===== src/hdl/imm_pkg.sv =====
// Shared types and constants for the image min/max/mean statistics block.
// No dependencies; imported by every module of the block.
package imm_pkg;

   localparam int PIXEL_W      = 8;
   localparam int CFG_W        = 13;
   localparam int RESULT_W     = 3 * PIXEL_W;
   localparam int QUEUE_DEPTH  = 4;
   localparam int QPTR_W       = $clog2(QUEUE_DEPTH);

   localparam logic [CFG_W-1:0]   WIDTH_RESET  = CFG_W'(640);
   localparam logic [CFG_W-1:0]   HEIGHT_RESET = CFG_W'(480);
   localparam logic [PIXEL_W-1:0] PIXEL_MAX    = '1;

   typedef enum logic [0:0] {
      CSR_FRAME_WIDTH  = 1'b0,
      CSR_FRAME_HEIGHT = 1'b1
   } csr_index_type;

   // One pixel on its way from the front end to the back end.
   typedef struct packed {
      logic               last;
      logic [PIXEL_W-1:0] pixel;
   } imm_entry_type;

   // One finished frame result.
   typedef struct packed {
      logic [PIXEL_W-1:0] average_value;
      logic [PIXEL_W-1:0] max_value;
      logic [PIXEL_W-1:0] min_value;
   } imm_result_type;

   typedef enum logic [3:0] {
      DIV_IDLE = 4'b0001,
      DIV_PREP = 4'b0010,
      DIV_RUN  = 4'b0100,
      DIV_HOLD = 4'b1000
   } div_state_type;

endpackage


===== src/hdl/imm_front.sv =====
// Front end: frame size registers, input stage and end-of-frame tagging.
// Depends on imm_pkg.
module imm_front import imm_pkg::*; #(
   parameter int MAX_DIM = 4096
) (
   input  logic                clock,
   input  logic                reset,
   input  logic                csr_we,
   input  logic [0:0]          csr_index,
   input  logic [CFG_W-1:0]    csr_wdata,
   input  logic                pix_valid,
   output logic                pix_ready,
   input  logic [PIXEL_W-1:0]  pix_data,
   output logic                push_valid,
   output imm_entry_type       push_entry,
   input  logic                push_full
);

   localparam int DIM_W = $clog2(MAX_DIM + 1);
   localparam int CNT_W = 2 * DIM_W;

   logic [CFG_W-1:0]   width_ff, height_ff;
   logic [DIM_W-1:0]   width_eff, height_eff;
   logic [CNT_W-1:0]   size_ff;
   logic               stage_valid_ff, stage_valid_in;
   logic [PIXEL_W-1:0] stage_pixel_ff;
   logic [CNT_W-1:0]   count_ff, count_in, count_next;
   logic               is_last, push_fire;

   function automatic logic [DIM_W-1:0] eff_dim(input logic [CFG_W-1:0] v);
      logic [31:0] wide;
      wide = 32'(v);
      if (wide == 32'd0)                 return DIM_W'(1);
      else if (wide > 32'(MAX_DIM))      return DIM_W'(MAX_DIM);
      else                               return DIM_W'(wide);
   endfunction

   always_ff @(posedge clock) begin
      if (reset) begin
         width_ff  <= WIDTH_RESET;
         height_ff <= HEIGHT_RESET;
      end else if (csr_we) begin
         unique case (csr_index_type'(csr_index))
            CSR_FRAME_WIDTH:  width_ff  <= csr_wdata;
            CSR_FRAME_HEIGHT: height_ff <= csr_wdata;
            default: ;
         endcase
      end
   end

   // Registered product; a pixel is tagged while it sits in the input stage register.
   assign width_eff  = eff_dim(width_ff);
   assign height_eff = eff_dim(height_ff);

   always_ff @(posedge clock) begin
      size_ff <= CNT_W'(width_eff) * CNT_W'(height_eff);
   end

   assign push_fire  = stage_valid_ff && !push_full;
   assign pix_ready  = !stage_valid_ff || !push_full;
   assign count_next = count_ff + CNT_W'(1);
   assign is_last    = (count_next >= size_ff);

   assign push_valid       = stage_valid_ff;
   assign push_entry.pixel = stage_pixel_ff;
   assign push_entry.last  = is_last;

   always_comb begin
      stage_valid_in = stage_valid_ff;
      if (pix_valid && pix_ready) stage_valid_in = 1'b1;
      else if (push_fire)         stage_valid_in = 1'b0;
      count_in = count_ff;
      if (push_fire) count_in = is_last ? '0 : count_next;
   end

   always_ff @(posedge clock) begin
      if (reset) begin
         stage_valid_ff <= 1'b0;
         count_ff       <= '0;
      end else begin
         stage_valid_ff <= stage_valid_in;
         count_ff       <= count_in;
      end
   end

   always_ff @(posedge clock) begin
      if (pix_valid && pix_ready) stage_pixel_ff <= pix_data;
   end

endmodule


===== src/hdl/imm_queue.sv =====
// Short queue of tagged pixels between the front end and the back end.
// Depends on imm_pkg.
module imm_queue import imm_pkg::*; (
   input  logic          clock,
   input  logic          reset,
   input  logic          push_valid,
   input  imm_entry_type push_entry,
   output logic          full,
   output logic          head_valid,
   output imm_entry_type head_entry,
   input  logic          pop
);

   imm_entry_type       slots_ff [QUEUE_DEPTH];
   logic [QPTR_W-1:0]   wr_ptr_ff, rd_ptr_ff;
   logic [QPTR_W:0]     fill_ff, fill_in;
   logic                do_push, do_pop;

   assign full       = (fill_ff == (QPTR_W+1)'(QUEUE_DEPTH));
   assign head_valid = (fill_ff != '0);
   assign head_entry = slots_ff[rd_ptr_ff];
   assign do_push    = push_valid && !full;
   assign do_pop     = pop && head_valid;

   always_comb begin
      fill_in = fill_ff;
      if (do_push && !do_pop)      fill_in = fill_ff + (QPTR_W+1)'(1);
      else if (do_pop && !do_push) fill_in = fill_ff - (QPTR_W+1)'(1);
   end

   always_ff @(posedge clock) begin
      if (reset) begin
         wr_ptr_ff <= '0;
         rd_ptr_ff <= '0;
         fill_ff   <= '0;
      end else begin
         if (do_push) wr_ptr_ff <= wr_ptr_ff + QPTR_W'(1);
         if (do_pop)  rd_ptr_ff <= rd_ptr_ff + QPTR_W'(1);
         fill_ff <= fill_in;
      end
   end

   always_ff @(posedge clock) begin
      if (do_push) slots_ff[wr_ptr_ff] <= push_entry;
   end

endmodule


===== src/hdl/imm_back.sv =====
// Back end: running min/max/sum/count, per-frame mean divider, result register.
// Depends on imm_pkg.
module imm_back import imm_pkg::*; #(
   parameter int MAX_DIM = 4096
) (
   input  logic           clock,
   input  logic           reset,
   input  logic           head_valid,
   input  imm_entry_type  head_entry,
   output logic           pop,
   output logic           out_valid,
   input  logic           out_ready,
   output imm_result_type out_result
);

   localparam int DIM_W = $clog2(MAX_DIM + 1);
   localparam int CNT_W = 2 * DIM_W;
   localparam int SUM_W = CNT_W + PIXEL_W;
   localparam int NUM_W = SUM_W + 1;

   logic [PIXEL_W-1:0] min_ff, max_ff, min_next, max_next;
   logic [SUM_W-1:0]   sum_ff, sum_next;
   logic [CNT_W-1:0]   cnt_ff, cnt_next;

   div_state_type      state_ff, state_in;
   logic [SUM_W-1:0]   fin_sum_ff;
   logic [CNT_W-1:0]   fin_cnt_ff;
   logic [PIXEL_W-1:0] fin_min_ff, fin_max_ff;
   logic [NUM_W-1:0]   rem_ff, dsh_ff, rem_diff;
   logic [PIXEL_W-1:0] quo_ff;
   logic [2:0]         step_ff;
   logic               rem_ge, out_free, load_out;
   logic               out_valid_ff, out_valid_in;
   imm_result_type     out_ff;

   assign pop = head_valid && (!head_entry.last || state_ff == DIV_IDLE);

   assign min_next = (head_entry.pixel < min_ff) ? head_entry.pixel : min_ff;
   assign max_next = (head_entry.pixel > max_ff) ? head_entry.pixel : max_ff;
   assign sum_next = sum_ff + SUM_W'(head_entry.pixel);
   assign cnt_next = cnt_ff + CNT_W'(1);

   // Accumulate; clear on the frame's final pixel.
   always_ff @(posedge clock) begin
      if (reset) begin
         min_ff <= PIXEL_MAX;
         max_ff <= '0;
         sum_ff <= '0;
         cnt_ff <= '0;
      end else if (pop) begin
         if (head_entry.last) begin
            min_ff <= PIXEL_MAX;
            max_ff <= '0;
            sum_ff <= '0;
            cnt_ff <= '0;
         end else begin
            min_ff <= min_next;
            max_ff <= max_next;
            sum_ff <= sum_next;
            cnt_ff <= cnt_next;
         end
      end
   end

   assign rem_diff = rem_ff - dsh_ff;
   assign rem_ge   = (rem_ff >= dsh_ff);
   assign out_free = !out_valid_ff || out_ready;
   assign load_out = (state_ff == DIV_HOLD) && out_free;

   always_comb begin
      state_in = state_ff;
      unique case (state_ff)
         DIV_IDLE: if (pop && head_entry.last) state_in = DIV_PREP;
         DIV_PREP: state_in = DIV_RUN;
         DIV_RUN:  if (step_ff == 3'd0) state_in = DIV_HOLD;
         DIV_HOLD: if (out_free) state_in = DIV_IDLE;
         default:  state_in = DIV_IDLE;
      endcase
   end

   always_ff @(posedge clock) begin
      if (reset) state_ff <= DIV_IDLE;
      else       state_ff <= state_in;
   end

   // Restoring divide, one quotient bit per cycle, most significant first.
   always_ff @(posedge clock) begin
      unique case (state_ff)
         DIV_IDLE: begin
            if (pop && head_entry.last) begin
               fin_sum_ff <= sum_next;
               fin_cnt_ff <= cnt_next;
               fin_min_ff <= min_next;
               fin_max_ff <= max_next;
            end
         end
         DIV_PREP: begin
            rem_ff  <= NUM_W'(fin_sum_ff) + NUM_W'(fin_cnt_ff >> 1);
            dsh_ff  <= NUM_W'({fin_cnt_ff, 7'd0});
            quo_ff  <= '0;
            step_ff <= 3'd7;
         end
         DIV_RUN: begin
            if (rem_ge) rem_ff <= rem_diff;
            quo_ff  <= {quo_ff[PIXEL_W-2:0], rem_ge};
            dsh_ff  <= dsh_ff >> 1;
            step_ff <= step_ff - 3'd1;
         end
         DIV_HOLD: ;
         default: ;
      endcase
   end

   always_comb begin
      out_valid_in = out_valid_ff;
      if (load_out)       out_valid_in = 1'b1;
      else if (out_ready) out_valid_in = 1'b0;
   end

   always_ff @(posedge clock) begin
      if (reset) out_valid_ff <= 1'b0;
      else       out_valid_ff <= out_valid_in;
   end

   always_ff @(posedge clock) begin
      if (load_out) begin
         out_ff.min_value     <= fin_min_ff;
         out_ff.max_value     <= fin_max_ff;
         out_ff.average_value <= quo_ff;
      end
   end

   assign out_valid  = out_valid_ff;
   assign out_result = out_ff;

endmodule


===== src/hdl/image_min_max_mean.sv =====
// A frame's result reaches rsp_ from the transaction carrying its last pixel
// through the input stage, the queue, the divider set-up and 8 divide steps.
// Throughput: one pixel per cycle while the queue has room; the bit-serial
// mean divider runs per frame, so a frame end waits while the previous one divides.
// Reset (synchronous, active high) sets frame 640 x 480 and clears all counts.
module image_min_max_mean import imm_pkg::*; #(
   parameter int MAX_DIM = 4096
) (
   input  logic                 clock,
   input  logic                 reset,
   // Pixel input channel
   input  logic                 req_tvalid,
   output logic                 req_tready,
   input  logic [PIXEL_W-1:0]   req_tdata,   // [7:0] pixel
   // Result channel
   output logic                 rsp_tvalid,
   input  logic                 rsp_tready,
   output logic [RESULT_W-1:0]  rsp_tdata,   // [7:0] min_value, [15:8] max_value,
                                             // [23:16] average_value
   // Register write port
   input  logic                 csr_we,
   input  logic [0:0]           csr_index,   // 0 frame_width, 1 frame_height
   input  logic [CFG_W-1:0]     csr_wdata
);

   logic           push_valid, push_full;
   imm_entry_type  push_entry;
   logic           head_valid, pop;
   imm_entry_type  head_entry;
   imm_result_type result;

   // Front: accept pixels and tag the one that closes the frame.
   imm_front #(.MAX_DIM(MAX_DIM)) u_front (
      .clock      (clock),
      .reset      (reset),
      .csr_we     (csr_we),
      .csr_index  (csr_index),
      .csr_wdata  (csr_wdata),
      .pix_valid  (req_tvalid),
      .pix_ready  (req_tready),
      .pix_data   (req_tdata),
      .push_valid (push_valid),
      .push_entry (push_entry),
      .push_full  (push_full)
   );

   // Queue: lets the front keep accepting while the back divides.
   imm_queue u_queue (
      .clock      (clock),
      .reset      (reset),
      .push_valid (push_valid),
      .push_entry (push_entry),
      .full       (push_full),
      .head_valid (head_valid),
      .head_entry (head_entry),
      .pop        (pop)
   );

   // Back: accumulate, divide once per frame, hold the result until taken.
   imm_back #(.MAX_DIM(MAX_DIM)) u_back (
      .clock      (clock),
      .reset      (reset),
      .head_valid (head_valid),
      .head_entry (head_entry),
      .pop        (pop),
      .out_valid  (rsp_tvalid),
      .out_ready  (rsp_tready),
      .out_result (result)
   );

   assign rsp_tdata = result;

endmodule


===== config.mk =====
export PLATFORM = sky130hd
export DESIGN_NAME = image_min_max_mean
export DESIGN_NICKNAME = d
export VERILOG_FILES = /design/src/hdl/imm_pkg.sv /design/src/hdl/imm_front.sv /design/src/hdl/imm_queue.sv /design/src/hdl/imm_back.sv /design/src/hdl/image_min_max_mean.sv
export SDC_FILE = /design/constraint.sdc
export NUM_CORES = 1
export LEC_CHECK = 0
export ABC_AREA = 0
export BUFFER_PORTS_ARGS = -buffer_cell sky130_fd_sc_hd__clkbuf_2
export CAP_MARGIN = 20
export CORE_UTILIZATION = 40
export DETAILED_ROUTE_END_ITERATION = 16
export GPL_ROUTABILITY_DRIVEN = 0
export GPL_TIMING_DRIVEN = 0
export PLACE_DENSITY = 0.57
export REMOVE_ABC_BUFFERS = 1
export SYNTH_ARGS = -nofsm -noshare
export SYNTH_HDL_FRONTEND = slang
export SYNTH_SLANG_ARGS = --single-unit

===== constraint.sdc =====
create_clock -name clock -period 7.8 [get_ports clock]
set_input_delay 1.56 -clock clock [delete_from_list [all_inputs] [get_ports clock]]
set_output_delay 1.56 -clock clock [all_outputs]
set_load 0.01 [all_outputs]

Word level (Yosys, flattened, before mapping)
Memory sizes are Yosys's and may differ from the RTL's. A register that Yosys moved wholly into a read port is not among the register bits.
Index checks and enable logic that the tools add are counted.

storage, ports and cells
  memories kept = 1
  output and inout bits = 26
  RAM bits = 36
  register bits after elaboration = 356

memories
  name              depth  width  read ports  clocked after memory_dff  write ports  line             text
  u_queue.slots_ff  4      9      1           1                         1            imm_queue.sv:14  imm_entry_type slots_ff [QUEUE_DEPTH];

cells by class
  eq/ne operators = 9
  muxes and demuxes = 30
  reductions and logical operators = 30
  magnitude comparators = 6
  bitwise logic cells = 1
  add/sub/neg operators = 10
  $mul = 1

operator list
  kind                                            count
  case mux 35 bit (2 select lines)                2
  adder 26 x 1 -> 26 bit (second input constant)  2
  2-to-1 mux 13 bit                               4
  2-to-1 mux 26 bit                               2
  adder 34 x 25 -> 35 bit                         1
  >= comparator 35 bit                            1
  2-to-1 mux 35 bit                               1
  subtractor 35 bit                               1
  adder 34 x 8 -> 34 bit                          1
  2-to-1 mux 34 bit                               1
  2-to-1 mux 8 bit                                4
  >= comparator 26 bit                            1
  > comparator 13 bit (second input constant)     2
  zero test 13 bit                                2
  multiplier 13 x 13 -> 26 bit                    1
  case mux 4 bit (4 select lines)                 1
  case mux 8 bit (2 select lines)                 1
  2-to-1 mux 4 bit                                3
  > comparator 8 bit                              1
  logical AND 1 bit                               8
  < comparator 8 bit                              1
  AND reduction 2 bit                             4
  nonzero test 2 bit                              4
  zero test 1 bit                                 6
  19 further kinds                                32

Logic depth before layout (Yosys ltp)
  depth in word-level cells = 7
  mapped depth = 26
  gate-level depth less buffers = 26

Hierarchy
A second synthesis with hierarchy kept.

unflattened totals
  cell total of the unflattened synthesis = 2,662
  area, all modules = 25,533.2 µm²

modules (own cells, without submodules)
  module     area an instance (µm²)  cells an instance  instances  sequential area each (µm²)
  imm_back   14,078.5                1,397              1          6,996.7
  imm_front  9,690.5                 1,170              1          1,821.7
  imm_queue  1,764.2                 95                 1          1,261.2

Worst setup path after synthesis
No wires, ideal clock.

  path kind = flip-flop to flip-flop
  start = register u_front.height_ff[12]
  end = register u_front.size_ff[24]
  buffers on the path = 3
  stages on the path, launching flop included = 22
  slack = 1.971 ns
  data arrival time = 5.757 ns
  data required time = 7.728 ns
  path through = dfxtp_1 > clkbuf_1 > clkbuf_1 > clkbuf_1 > nand2_1 > fa_1 > fa_1 > inv_1 > fa_1 > fa_1 > inv_1 > fa_1 > inv_1 > ha_1 > and2_1 > o21a_1 > a2111o_1 > a21oi_1 > o21a_1 > o21ai_0 > a21oi_1 > xnor2_1

on the way
  word-level cells in the longest chain between the ends = 4

RTL lines
  element                           line             text
  from (decl)                       imm_front.sv:22  logic [CFG_W-1:0] width_ff, height_ff;
  from (signal assigned)            imm_front.sv:45  CSR_FRAME_HEIGHT: height_ff <= csr_wdata;
  > comparator 13 bit               imm_front.sv:34  else if (wide > 32'(MAX_DIM)) return DIM_W'(MAX_DIM);
  2-to-1 mux 13 bit                 imm_front.sv:34
  2-to-1 mux 13 bit (*)             imm_front.sv:33  if (wide == 32'd0) return DIM_W'(1);
  multiplier 13 x 13 -> 26 bit (*)  imm_front.sv:56  size_ff <= CNT_W'(width_eff) * CNT_W'(height_eff);
  to (signal assigned)              imm_front.sv:56
  to (decl)                         imm_front.sv:24  logic [CNT_W-1:0] size_ff;

Mark *: on every way between the ends. The rest lies on a longest branch, timed or not.
A chain may end at the register's enable or synchronous reset.

Final worst setup path
  start = register u_front.width_ff[12]
  end = register u_front.size_ff[25]

on the way
  word-level cells in the longest chain between the ends = 4

RTL lines
  element                           line             text
  from (decl)                       imm_front.sv:22
  from (signal assigned)            imm_front.sv:44  CSR_FRAME_WIDTH: width_ff <= csr_wdata;
  > comparator 13 bit               imm_front.sv:34
  2-to-1 mux 13 bit                 imm_front.sv:34
  2-to-1 mux 13 bit (*)             imm_front.sv:33
  multiplier 13 x 13 -> 26 bit (*)  imm_front.sv:56

Marks and branches as above.

==> impl_summary.md <==
Critical path
The worst setup path is of the reg -> reg kind. The slack of the worst reg-to-reg path is 1.02 ns. The worst setup path is captured at a register.

In this design, the largest share of critical-path delay is due to adder cells. The critical path buffer and inverter count is 4. Walking the worst path, the cells encountered are buf_16 > nor2b_1 > nand2_1 > fa_1 > inv_1 > fa_1 > fa_1 > inv_1 > fa_1 > fa_1 > inv_1 > ha_1 > o21a_1 > o21ai_0 > o31ai_1 > o21ai_0 > o211ai_1 > and3_1 > o21ai_0 > nor2b_1 > xnor2_1. The worst setup path is launched from a register. The data required time of the critical path is 8.25 ns. The critical path's most frequent cell is sky130_fd_sc_hd__fa_1.

At the worst endpoint, the arrival time is 7.23 ns. The delay of the slowest cell on the worst path is 0.82 ns. Of all nets on the critical path, the largest fanout is 28. The slowest library cell on the worst path is sky130_fd_sc_hd__nor2b_1.

Logic synthesis
Averaged over all synthesized cells, the footprint is 9.781 µm². In this run, synthesis produced a sequential element count of 392. Of the total synthesized cell area, the portion taken by full adders, half adders and majority gates is 0.1939. Counting flops with an async set or reset pin after synthesis yields a share of 0. For this run, the leading register cell type out of synthesis is sky130_fd_sc_hd__edfxtp_1. Of the total synthesized cell area, the portion taken by AND, OR, NAND and NOR gates is 0.1489. The number of flops mapped to enable cells by yosys is 223. For this run, the register share of the synthesized area comes to 0.4036. The xor/xnor share of the synthesized area is 0.05892. Measured against the total synthesized area, the mux share comes to 0.01373. Synthesis produced 2553 cells. The cell area that synthesis handed to floorplanning was 24970 µm².

The number of distinct library cells after synthesis is 68. The share of the synthesized area in compound gates (AO/OA/AOI/OAI) is 0.1229. For this run, the number of Yosys warnings is 0. By area, the combinational part of the netlist is dominated by adder cells.

Drt
The routed layout has 17755 vias. The pre-antenna-repair detailed-routing pass consisted of 6 iterations. The number of routed nets with antenna violations is 0.

The routed design has 54320 µm of wire. After detailed routing, the number of remaining DRC violations is 0. In the routed layout, each cell is associated on average with a via count of 5.152. The violation count after the first detailed-route iteration is 1001. In the final routed layout, each cell accounts on average for 15.76 µm.

Min path
The min-delay analysis places its worst path in the category reg -> reg.

GRT
The residual overflow from global routing is 0. The via count of the first global-routing pass is 17939. Across every metal layer, demand over resource in global routing totals 0.1746. The first-pass GRT wire length is 90390 µm. The number of antenna violations at the first check in global routing is 0.

The maximum number of pins on one net before global-route repair is 72.

Clock tree
The total setup buffers inserted after CTS is 0. Buffers inserted during clock tree synthesis total 44. For this design, the CTS-stage hold fixing added 0 buffers. The clock tree buffer depth is 3. CTS saw 392 sinks. Post-CTS repair changed the size of 0 cells. The clock transition time at the flip-flop clock pins of the worst setup and hold paths is 0.06 ns. The clock tree from TritonCTS is built. The deepest level of the CTS H-tree is 2.

The clock latency at the later pin of the worst-skew pair is 0.58 ns. The tree is rooted in a sky130_fd_sc_hd__clkbuf_16.

Floorplan
53 I/O pins were placed. Row generation in the floorplan step produced 91 rows. The initial core utilization is 0.4046.

The floorplan step defined a die boundary enclosing 63430 µm². The die is 251.9 µm wide. The core region is 61710 µm². The height of the die is 251.9 µm.

Cells and area
The number of diodes added for antenna fixing is 0. The net count reported at finish is 2914. The area growth from synthesis to layout is 10.81%.

Of the cells placed in the final design, the portion with a size suffix greater than 1 is 0.06248.

STA
The maximum frequency from static timing analysis is 147.4 MHz. Hold timing on the final database bottoms out at a slack of 0.4121 ns. The relative slew slack is 0.2643. Setup repair after global routing left no endpoint under its margin. The largest clock skew in the final design is 0.01846 ns. For the pin with the worst max-slew slack, the measured transition is 1.101 ns. Adding up every negative setup slack in the final design gives 0 ns. Of the available clock period, the critical path in the final layout requires 0.8696. The number of setup violations in the final report is 0. The total count of hold-check failures in the final report is 0. The routed design could run at a clock period as short as 6.783 ns. The max-slew violation count was 0.

Power
The peak ir drop on the vdd network is 0.1853 mV. For this design the static power due to leakage is 11.93 nW. The total power is 7.537 mW. For this design the ratio of total power to cell area is 272.4 nW/µm².

Placed design
After legalization and detailed placement, the total HPWL measured 40790 µm. The count of buffers added on input and output ports is 52.

Outcome
The flow ran to the end, and the final reports show no timing, DRC or antenna violations.

Job
Max-cap violations in this run came to 0.
[metrics by stage]
| step | area (µm²) | worst slack, ns | utilization | std cells |
|---|---|---|---|---|
| floorplan | 24600 | 1.979 | - | 2461 |
| global placement | 25900 | 0.1961 | 0.4198 | 3350 |
| detailed placement | 26200 | 0.8694 | 0.4245 | 3364 |
| CTS | 27630 | 0.8267 | 0.4478 | 3444 |
| global route | 27670 | 0.5389 | 0.4484 | 3446 |
| finish | 27670 | 1.017 | 0.4484 | 3446 |
[sequential cells by signal, summed over array words and instances (netlist names), 13 cells and up, named ones only]
| name | count |
|---|---|
| u_back.cnt_ff | 26 |
| u_queue.slots_ff | 36 |
| u_back.rem_ff | 35 |
| u_front.count_ff | 26 |
| u_front.size_ff | 26 |
| u_front.width_ff | 13 |
| u_front.height_ff | 13 |
| u_back.out_result | 24 |
| u_back.fin_sum_ff | 34 |
| u_back.dsh_ff | 33 |
| u_back.sum_ff | 34 |
| u_back.fin_cnt_ff | 26 |
[synth_stat cells (11+ instances only)]
cell,count,area share
sky130_fd_sc_hd__nand2_1,287,0.043
sky130_fd_sc_hd__inv_1,286,0.043
sky130_fd_sc_hd__edfxtp_1,223,0.27
sky130_fd_sc_hd__nor2_1,206,0.031
sky130_fd_sc_hd__ha_1,187,0.094
sky130_fd_sc_hd__dfxtp_1,169,0.14
sky130_fd_sc_hd__a21oi_1,137,0.027
sky130_fd_sc_hd__fa_1,125,0.10
sky130_fd_sc_hd__o21ai_0,113,0.023
sky130_fd_sc_hd__xnor2_1,100,0.035
sky130_fd_sc_hd__clkbuf_1,84,0.013
sky130_fd_sc_hd__xor2_1,68,0.024
sky130_fd_sc_hd__nand3_1,54,0.011
sky130_fd_sc_hd__a21o_1,53,0.016
sky130_fd_sc_hd__and3_1,48,0.012
sky130_fd_sc_hd__nand2b_1,46,0.012
sky130_fd_sc_hd__nor2b_1,37,0.0093
sky130_fd_sc_hd__a22oi_1,31,0.0093
sky130_fd_sc_hd__a22o_1,26,0.0091
sky130_fd_sc_hd__nor3_1,26,0.0052
sky130_fd_sc_hd__and2_1,25,0.0063
sky130_fd_sc_hd__nand4_1,21,0.0053
sky130_fd_sc_hd__o21a_1,20,0.0060
sky130_fd_sc_hd__a31oi_1,18,0.0045
sky130_fd_sc_hd__o31ai_1,16,0.0048
sky130_fd_sc_hd__or3_1,13,0.0033
sky130_fd_sc_hd__o21bai_1,12,0.0036
sky130_fd_sc_hd__a211oi_1,11,0.0033
sky130_fd_sc_hd__o211ai_1,11,0.0033
[report_power, final]
group	internal, mW	total [mW]	switching (mW)
logic	1.02	2.64	1.62
clock network	1.22	2.07	0.849
registers	2.65	2.83	0.182
[area by class of cell]
class                      instances  area [µm²]
inverter                         286        1074
multi-input combinational       1783       13490
sequential                       392       10080
clock inverter                    23       242.7
timing repair buffer              68       544.3
tap                              837        1047
clock buffer                      57        1192
fill                            5874       34040
[cells in the final DEF (no fill, tap or decap), types with 53 or more instances in the layout]
cell                       instances
sky130_fd_sc_hd__nand2_1         286
sky130_fd_sc_hd__inv_1           286
sky130_fd_sc_hd__edfxtp_1        223
sky130_fd_sc_hd__nor2_1          203
sky130_fd_sc_hd__ha_1            187
sky130_fd_sc_hd__dfxtp_1         169
sky130_fd_sc_hd__a21oi_1         136
sky130_fd_sc_hd__fa_1            125
sky130_fd_sc_hd__o21ai_0         113
sky130_fd_sc_hd__xnor2_1         100
sky130_fd_sc_hd__xor2_1           68
sky130_fd_sc_hd__nand3_1          54
sky130_fd_sc_hd__a21o_1           53
[metal layers]
layer  share of wire  track usage  vias up
met3           0.038      0.02589       77
met1            0.46       0.2280     8615
li1                -            -     8768
met5               0            0        -
met4           0.021      0.04433        0
met2            0.49       0.3020      295
[cell families (layout without fill, tap and decap cells)]
family                   count (synthesis)  in the layout
AO/OA/AOI/OAI                          486            486
adder cells (fa/ha/maj)                312            312
multiplexers                            19             19
buffers and inverters                  378            434
flip-flops                             392            392
AND/OR/NAND/NOR                        798            798
XOR/XNOR                               168            168
[worst paths after layout]
path | cells after the start | endpoint | start
worst min-delay path | 0 | u_back.out_result[15] | u_back.fin_max_ff[7]
worst max-delay path | 21 | u_front.size_ff[25] | u_front.width_ff[12]
worst min register to register | 0 | u_back.out_result[15] | u_back.fin_max_ff[7]
worst max register to register | 21 | u_front.size_ff[25] | u_front.width_ff[12]
No activity file was read; power rests on OpenSTA's default activity.
